[config.mk]
export PLATFORM = sky130hd
export DESIGN_NAME = prwh_out_fifo
export DESIGN_NICKNAME = d
export VERILOG_FILES = /design/src/prwh_pkg.sv /design/src/prwh_out_fifo.sv
export SDC_FILE = /design/constraint.sdc
export NUM_CORES = 1
export LEC_CHECK = 0
export BUFFER_PORTS_ARGS = -buffer_cell sky130_fd_sc_hd__buf_2
export CAP_MARGIN = 20
export CORE_MARGIN = 8
export CORE_UTILIZATION = 36
export DETAILED_ROUTE_END_ITERATION = 12
export MAX_ROUTING_LAYER = met4
export PLACE_DENSITY = 0.67
export SLEW_MARGIN = 20
export SYNTH_ARGS = -nofsm -noshare
export SYNTH_HDL_FRONTEND = slang
export SYNTH_SLANG_ARGS = --single-unit
[constraint.sdc]
create_clock -name clk_i -period 7 [get_ports clk_i]
set_clock_uncertainty 0.2 [all_clocks]
set_input_delay 1.4 -clock clk_i [delete_from_list [all_inputs] [get_ports clk_i]]
set_output_delay 1.4 -clock clk_i [all_outputs]
set_load 0.03 [all_outputs]
[src/prwh_pkg.sv]
// ----------------------------------------------------------------------------
// prwh_pkg
// Shared types and constants of the horizontal Prewitt RGB filter.
// ----------------------------------------------------------------------------
package prwh_pkg;

  typedef struct packed {
    logic [7:0] red;
    logic [7:0] green;
    logic [7:0] blue;
  } pixel_t;

  // one window column, top row first
  typedef struct packed {
    pixel_t top;
    pixel_t mid;
    pixel_t bot;
  } column_t;

  typedef struct packed {
    pixel_t pix;
    logic   frame_end;
  } out_beat_t;

  typedef enum logic [1:0] {
    SRC_FILT = 2'd0,
    SRC_UP   = 2'd1,
    SRC_MID  = 2'd2
  } src_e;

  typedef enum logic {
    MODE_PIXEL = 1'b0,
    MODE_FLUSH = 1'b1
  } mode_e;

  typedef enum logic {
    CFG_WIDTH  = 1'b0,
    CFG_HEIGHT = 1'b1
  } cfg_idx_e;

  localparam int unsigned WIDTH_RESET  = 640;
  localparam logic [15:0] HEIGHT_RESET = 16'd480;

  // x / 3 == (x * 683) >> 11 for x < 768
  localparam logic [9:0] DIV3_MUL   = 10'd683;
  localparam int         DIV3_SHIFT = 11;

  localparam int FIFO_DEPTH = 3;

endpackage

[src/prwh_out_fifo.sv]
// ----------------------------------------------------------------------------
// prwh_out_fifo
// Small result queue between the filter stage and the output channel.
// ----------------------------------------------------------------------------
module prwh_out_fifo (
  input  logic                                     clk_i,
  input  logic                                     rst_ni,
  input  logic                                     push_i,
  input  prwh_pkg::out_beat_t                      push_data_i,
  input  logic                                     pop_ready_i,
  output logic                                     valid_o,
  output prwh_pkg::out_beat_t                      data_o,
  output logic [$clog2(prwh_pkg::FIFO_DEPTH+1)-1:0] count_o
);

  localparam int PTR_W = $clog2(prwh_pkg::FIFO_DEPTH);
  localparam int CNT_W = $clog2(prwh_pkg::FIFO_DEPTH + 1);

  prwh_pkg::out_beat_t entry_q [prwh_pkg::FIFO_DEPTH];
  logic [PTR_W-1:0]    wr_ptr_q, wr_ptr_d;
  logic [PTR_W-1:0]    rd_ptr_q, rd_ptr_d;
  logic [CNT_W-1:0]    count_q, count_d;
  logic                pop;

  assign valid_o = (count_q != '0);
  assign data_o  = entry_q[rd_ptr_q];
  assign count_o = count_q;
  assign pop     = valid_o && pop_ready_i;

  always_comb begin
    wr_ptr_d = wr_ptr_q;
    rd_ptr_d = rd_ptr_q;
    count_d  = count_q;
    if (push_i) begin
      wr_ptr_d = (wr_ptr_q == PTR_W'(prwh_pkg::FIFO_DEPTH - 1)) ? '0 : wr_ptr_q + PTR_W'(1);
    end
    if (pop) begin
      rd_ptr_d = (rd_ptr_q == PTR_W'(prwh_pkg::FIFO_DEPTH - 1)) ? '0 : rd_ptr_q + PTR_W'(1);
    end
    if (push_i && !pop) begin
      count_d = count_q + CNT_W'(1);
    end else if (!push_i && pop) begin
      count_d = count_q - CNT_W'(1);
    end
  end

  always_ff @(posedge clk_i or negedge rst_ni) begin
    if (!rst_ni) begin
      wr_ptr_q <= '0;
      rd_ptr_q <= '0;
      count_q  <= '0;
    end else begin
      wr_ptr_q <= wr_ptr_d;
      rd_ptr_q <= rd_ptr_d;
      count_q  <= count_d;
    end
  end

  always_ff @(posedge clk_i) begin
    if (push_i) begin
      entry_q[wr_ptr_q] <= push_data_i;
    end
  end

endmodule

==> results.cfg, run 1 <==
[sta]
worst_slew_pin_slew_ns = 0.900
rsz0062_at_grt = no
finalCritPeriodShare_pct = 50.1
setup_tns_ns = 0
max_freq_mhz = 285
slew_headroom_pct = 39.6
maxSlewViolCount = 0
finalSetupViolations = 0
holdWs_ns = 0.321
hold_violations = 0
final.min_clock_period_ns = 3.51

[floorplanning]
rows = 33
num_io_pins = 57
start_util_pct = 37.3
coreArea_um2 = 8260
die_area_um2 = 11800
dieHeight_um = 108
die_w_um = 108

[worst_hold_path]
hold_path_class = reg2reg
hold_path_startpoint = count_o[1]
min_to = count_o[1]
min_path_cells = 1

[clock_network]
cts.sinks = 81
cts_hold_buf = 0
root_buffer = clkbuf_8
cts_tree = done
postCtsSetupRepairBufs = 0
clock_latency_ns = 0.34
numCtsBuffers = 9
htree_levels = 3
cts_max_path_buffers = 2
cts_resized = 0
path_clk_slew_ns = 0.08

[layout]
fin_nets = 274
mostFrequentLayoutCells = edfxtp_1 (75), buf_2 (56), nand2_1 (27)
drive_above_1_share_pct = 32.9
areaGrowthSynthToFinish_pct = 17.8
utilization_pct = 43.9
final_common_cell = edfxtp_1
antenna_cells = 0
final_area_um2 = 3630

[route]
drc_errors = 0
ant_nets = 0
via_per_inst = 4.54
first_pass_iters = 4
drt_iter0_markers = 75
routed_wl_um = 5280
avgRoutedWirePerCell_um = 14.9
num_vias = 1608

[setup_path]
r2r_slack_ns = 4.87
r2r_end = entry_q[0][20]
worstSetupStartpointType = flip-flop
cp_data_arrival_time_ns = 1.91
reg2reg_depth = 2
critPathKind = reg2out
path_max_fanout = 28
r2r-start = wr_ptr_q[1]
endpoint_kind = output port
cp.required_ns = 5.40

[synth]
synth.distinct_cells = 21
synth.top_cell.area_share_pct = 73.2
ys_seq_area_share_pct = 78.0
synth_area_um2 = 3080
synth_nets = 214
synthCells = 184
synth_warnings = 0
synth_seq_cells = 81
yosys.area.top_type = edfxtp_1
avgSynthCellArea_um2 = 16.7
synth_area_leaders = edfxtp_1 (73%), mux2i_1 (8.1%), dfrtp_1 (4.9%)

[global_route]
grt_overflow_total = 0
grtUsageTotal_pct = 9.84
antenna_found_initial = 0
grt_pass1_vias = 1609
grt_pass1_wl_um = 8330
grt_max_degree = 54

[power]
power.leakage_uw = 0.00135
peakVddDrop_v = 0.000173
powerDensity_nw_per_um2 = 432

[placement]
gp_congestion = 0.648
io_buffer_count = 56
place_area_um2 = 3450
dp_hpwl_um = 3360

[status]
status = complete, no violations

[run]
maxCapViolCount = 0
[worst max path at each step]
stage                 from              to
3_5_place_dp        push_i  entry_q[0][22]
3_3_place_gp   rd_ptr_q[0]      data_o[23]
2_1_floorplan       push_i   entry_q[2][0]
4_1_cts        rd_ptr_q[0]      data_o[23]
5_1_grt        rd_ptr_q[0]      data_o[23]
6_report       rd_ptr_q[0]      data_o[23]
[registers in the layout, indices dropped and copies added (netlist names)]
name,count
entry_q,75
wr_ptr_q,2
rd_ptr_q,2
count_o,2
[Yosys cell counts (all sizes together)]
| master | count |
|---|---|
| edfxtp | 75 |
| nand2 | 27 |
| o21ai | 27 |
| mux2i | 25 |
| buf | 7 |
| dfrtp | 6 |
| a21o | 3 |
| clkbuf | 2 |
| nor2 | 2 |
| nor3 | 2 |
| xor2 | 2 |
| ha | 1 |
| inv | 1 |
| nand2b | 1 |
| nor3b | 1 |
| or2 | 1 |
| xnor2 | 1 |
[per-layer routing]
metal	routed length, µm	up-vias	part of all wire, %	global-route usage (%)
li1	-	804	-	-
met1	2240	757	42	11.4
met2	2680	43	51	15.2
met3	320	4	6.1	3.69
met4	39	0	0.74	3.81
met5	0	-	0	-
[per-stage QoR]
stage | total power [µW] | cells | setup slack (ns)
2_1_floorplan | 1140 | 184 | 3.01
3_3_place_gp | 1290 | 338 | 3.77
3_5_place_dp | 1300 | 338 | 3.72
4_1_cts | 1600 | 354 | 3.35
5_1_grt | 1660 | 354 | 3.27
6_report | 1560 | 354 | 3.49
[kinds of logic after synthesis]
kind of cell,count (synthesis),synth area share [%]
flops,81,78.0
simple gates,34,4.51
compound gates,30,5.37
mux,25,8.13
buf+inv,10,2.68
xor+xnor,3,0.854
fa+ha+maj,1,0.406
[where the power goes]
group / total, µW / internal (µW) / switching [µW]
clock network: 299 / 132 / 168
registers: 733 / 625 / 108
logic: 533 / 177 / 356
total: 1560 / 933 / 631
[worst max-delay path: stages, from the launching register on]
cell and delay, ns:
dfrtp_2 0.91, mux2i_1 0.15, o21ai_0 0.25, buf_2 0.26
[layout make-up]
| class | count | area, µm² |
|---|---|---|
| Multi-Input combinational cell | 93 | 611 |
| Tap cell | 105 | 131 |
| Clock buffer | 9 | 124 |
| Inverter | 1 | 3.75 |
| Fill cell | 764 | 4630 |
| Timing Repair Buffer | 58 | 295 |
| Clock inverter | 7 | 56.3 |
| Sequential cell | 81 | 2400 |
Note: power is estimated with default switching activity, not from simulation.
==> run 2: changes to the inputs <==
PLACE_DENSITY = 0.69   (was 0.67)
clock period = 3.1 ns   (was 7 ns; I/O delays follow)
==> run 2 against run 1 <==
Net effect:
- critical path depth rose by 1
- global-route usage rose by 0.37 points
- sequential power rose by 120%
- first-iteration DRC count fell by 11%
- critical path type unchanged
- critical endpoint is now data_o[21]
==> results.cfg, run 2 (synthesis results as in run 1) <==
[layout]
fin_nets = 278
fin_cells = 357
multiInputGateArea_um2 = 623
antenna_cells = 0
largest_register = entry_q
areaGrowthSynthToFinish_pct = 20.7
largest_reg_flops = 75
final_common_cell = edfxtp_1
drive_above_1_share_pct = 32.1
mostFrequentLayoutCells = edfxtp_1 (75), buf_2 (56), nand2_1 (27)
nFillCells = 763
ff_latch_area_um2 = 2400

[status]
status = complete, no violations

[route]
drt_iter0_markers = 67
routed_wl_um = 5460
num_vias = 1654
avgRoutedWirePerCell_um = 15.3
first_pass_iters = 4
via_per_inst = 4.63
ant_nets = 0
drc_errors = 0

[floorplanning]
start_util_pct = 37.3
num_io_pins = 57
coreArea_um2 = 8260
dieHeight_um = 108
die_area_um2 = 11800
die_w_um = 108
rows = 33

[sta]
rsz0062_at_grt = no
final.min_clock_period_ns = 2.67
finalSetupViolations = 0
hold_violations = 0
worst_slew_pin_slew_ns = 0.844
slew_headroom_pct = 43.6
max_freq_mhz = 375
setup_tns_ns = 0
finalCritPeriodShare_pct = 86.1
fin_ws_ns = 0.430
maxSlewViolCount = 0

[clock_network]
numCtsBuffers = 9
cts.sinks = 81
cts_tree = done
cts_max_path_buffers = 2
root_buffer = clkbuf_8
cts_resized = 0
clock_latency_ns = 0.33
path_clk_slew_ns = 0.07
htree_levels = 3

[setup_path]
path_max_fanout = 17
max_stage_delay_ns = 0.70
endpoint_kind = output port
cp.buffers_inverters = 2
crit_family = flip-flops
critPathKind = reg2out
slowest_stage = dfrtp_2
cp_data_arrival_time_ns = 1.85
cp.required_ns = 2.28
crit_path_cell_trace = buf_4, mux2i_1, o21ai_1, buf_2
worstSetupStartpointType = flip-flop

[global_route]
grt_max_degree = 34
antenna_found_initial = 0
grt_overflow_total = 0
grt_pass1_vias = 1673
grt_pass1_wl_um = 8690
grtUsageTotal_pct = 10.2

[placement]
dpl.cell_count = 341
io_buffer_count = 56
dp_hpwl_um = 3530
pre_cts_ws_ns = 0.748
gp_congestion = 0.655

[run]
maxCapViolCount = 0

[power]
peakVddDrop_v = 0.000495
seqPwrFrac_pct = 42.4
switchingPower_uw = 1400
clock_power_share_pct = 22.8
power.leakage_uw = 0.00139
p_comb_share_pct = 34.8
swShare_pct = 37.2
powerDensity_nw_per_um2 = 1010
internal_power_uw = 2370
power_uw = 3770

[worst_hold_path]
hold_path_class = in2reg
==> run 2: through the flow <==
step                      util, %  cell area [µm²]  hold WS [ns]
final                        45.0             3720         0.281
after floorplan                 -             3090         0.124
after detailed placement     42.2             3480         0.264
after global routing         45.0             3720         0.257
after global placement       42.2             3480         0.258
after CTS                    45.0             3720         0.258
==> run 2: area by class of cell <==
cell class	count	area share, %
flip-flops and latches	81	64.7
repair buffers	62	8.82
clock inverters	3	2.42
multi-input cells	93	16.8
clock buffers	12	3.64
well taps	105	3.54
inverters	1	0.101
==> run 2: worst paths after layout <==
path,startpoint,endpoint,slack (ns),cells past startpoint
setup / recovery,rd_ptr_q[0],data_o[21],0.43,4
hold / removal,push_data_i[1],entry_q[0][1],0.28,1
setup reg to reg,wr_ptr_q[0],entry_q[1][23],1.26,2
hold reg to reg,count_o[1],count_o[1],0.32,1
max in group asynchronous,rst_ni,rd_ptr_q[0],2.09,2
min in group asynchronous,rst_ni,count_o[0],0.44,2
==> run 2: per-layer routing <==
metal | global-route usage (%) | vias up | wire (µm)
met3 | 4.64 | 6 | 374
met1 | 10.9 | 791 | 2270
met4 | 2.64 | 0 | 49
li1 | - | 813 | -
met2 | 16.9 | 44 | 2760
met5 | - | - | 0
==> run 2: timing repair <==
item | in CTS | in global routing
hold endpoints to repair | 6 | 0
hold buffers | 1 | 0
setup buffers | 0 | 0
==> run 2: power by group through the flow <==
stage	clock, µW	combinational [µW]	sequential [µW]
2_1_floorplan	0	1060	1520
3_3_place_gp	0	1330	1620
3_5_place_dp	0	1340	1630
4_1_cts	891	1350	1600
5_1_grt	933	1430	1620
6_report	859	1310	1600
==> run 3: changes to the inputs <==
CTS_BUF_LIST = sky130_fd_sc_hd__clkbuf_4 sky130_fd_sc_hd__clkbuf_8   (was unset)
==> run 3 against run 2 <==
Net effect:
- global-route usage about the same
- critical path depth did not move
- first-iteration DRC count is 16% lower
- register-to-register slack about the same
- sequential share of layout area decreased by 0.20 points
- via count about the same
- flip-flop and latch count stayed put
- final area is 0.30% higher
- critical path type unchanged
- largest cell class unchanged
- largest power group unchanged
==> results.cfg, run 3 (synthesis results as in run 1) <==
[layout]
fin_cells = 357
largest_reg_flops = 75
antenna_cells = 0
mostFrequentLayoutCells = edfxtp_1 (75), buf_2 (56), nand2_1 (27)
final_common_cell = edfxtp_1
fin_nets = 278
areaGrowthSynthToFinish_pct = 21.1
largest_register = entry_q
drive_above_1_share_pct = 33.3

[setup_path]
r2r_slack_ns = 1.27
crit_path_cell_trace = buf_4, mux2i_1, o21ai_1, buf_2
slowest_stage = dfrtp_2
critPathKind = reg2out
worstSetupStartpointType = flip-flop
r2r-start = wr_ptr_q[0]
cp_data_arrival_time_ns = 1.86
endpoint_kind = output port
r2r_end = entry_q[1][23]
cp.required_ns = 2.28
reg2reg_depth = 2
path_max_fanout = 17
max_stage_delay_ns = 0.70

[route]
routed_wl_um = 5470
first_pass_iters = 4
ant_nets = 0
avgRoutedWirePerCell_um = 15.3
num_vias = 1655
drt_iter0_markers = 56
drc_errors = 0
via_per_inst = 4.64

[global_route]
grt_overflow_total = 0
grt_max_degree = 34
antenna_found_initial = 0
grt_pass1_wl_um = 8660
grtUsageTotal_pct = 10.2
grt_pass1_vias = 1664

[placement]
io_buffer_count = 56
gp_congestion = 0.655
dpl.cell_count = 341
pre_cts_ws_ns = 0.748
dp_hpwl_um = 3530

[power]
peakVddDrop_v = 0.000494
powerDensity_nw_per_um2 = 1020
power.leakage_uw = 0.00140

[sta]
worst_slew_pin_slew_ns = 0.829
rsz0062_at_grt = no
hold_violations = 0
slew_headroom_pct = 44.6
maxSlewViolCount = 0
finalCritPeriodShare_pct = 86.3
max_freq_mhz = 374
fin_ws_ns = 0.424
finalSetupViolations = 0
setup_tns_ns = 0
final.min_clock_period_ns = 2.68

[floorplanning]
dieHeight_um = 108
die_w_um = 108
rows = 33
coreArea_um2 = 8260
start_util_pct = 37.3
num_io_pins = 57
die_area_um2 = 11800

[clock_network]
clock_latency_ns = 0.33
cts_tree = done
cts_max_path_buffers = 2
htree_levels = 3
postCtsSetupRepairBufs = 0
cts.sinks = 81
numCtsBuffers = 9
path_clk_slew_ns = 0.07
root_buffer = clkbuf_8

[status]
status = complete, no violations

[worst_hold_path]
min_to = entry_q[0][1]
min_path_cells = 1
hold_path_startpoint = push_data_i[1]
hold_path_class = in2reg

[run]
maxCapViolCount = 0
==> run 3: cell counts in the layout (fill, tap and decap cells not counted) <==
No cell type changed its count.
==> run 3: how the worst max path moves through the flow <==
stage                      from             to  slack (ns)
finish              rd_ptr_q[0]     data_o[21]        0.42
floorplan                push_i  entry_q[1][0]        0.72
CTS                 rd_ptr_q[0]     data_o[21]        0.37
global placement    rd_ptr_q[0]     data_o[13]        0.76
detailed placement  rd_ptr_q[0]     data_o[13]        0.75
global route        rd_ptr_q[0]     data_o[13]        0.26
==> run 3: timing repair <==
item                      CTS  global route
gates resized for setup     0             0
hold endpoints to repair    6             0
hold buffers                1             0
==> run 3: power breakdown <==
group | internal (µW) | switching [µW] | total, µW
logic | 421 | 892 | 1310
registers | 1410 | 183 | 1600
clock network | 558 | 325 | 883
total | 2390 | 1400 | 3790
==> run 3: metrics by stage <==
step	cell area, µm²	hold slack, ns	utilization [%]	power, µW
2_1_floorplan	3090	0.124	-	2590
3_3_place_gp	3480	0.258	42.2	2950
3_5_place_dp	3480	0.264	42.2	2970
4_1_cts	3730	0.258	45.1	3860
5_1_grt	3730	0.258	45.1	4010
6_report	3730	0.282	45.1	3790
==> run 3: worst max-delay path, delay by kind of cell (launching register included) <==
kind / cells / cell delay [ns]
multiplexers: 1 / 0.21
flip-flops: 1 / 0.70
buffers and inverters: 2 / 0.53
AO/OA/AOI/OAI: 1 / 0.09
==> run 3: cell type report <==
| cell class | count | area, µm² |
|---|---|---|
| inverters | 1 | 3.75 |
| flip-flops and latches | 81 | 2400 |
| repair buffers | 62 | 328 |
| clock buffers | 12 | 146 |
| well taps | 105 | 131 |
| fillers | 764 | 4530 |
| clock inverters | 3 | 90.1 |
| multi-input cells | 93 | 623 |
==> run 3: metal layers <==
layer  vias to the layer above  global-route usage, %  wire [µm]
li1                        813                      -          -
met2                        44                   16.9       2770
met3                         6                   4.64        374
met1                       792                   10.9       2270
met5                         -                      -          0
met4                         0                   2.64         49
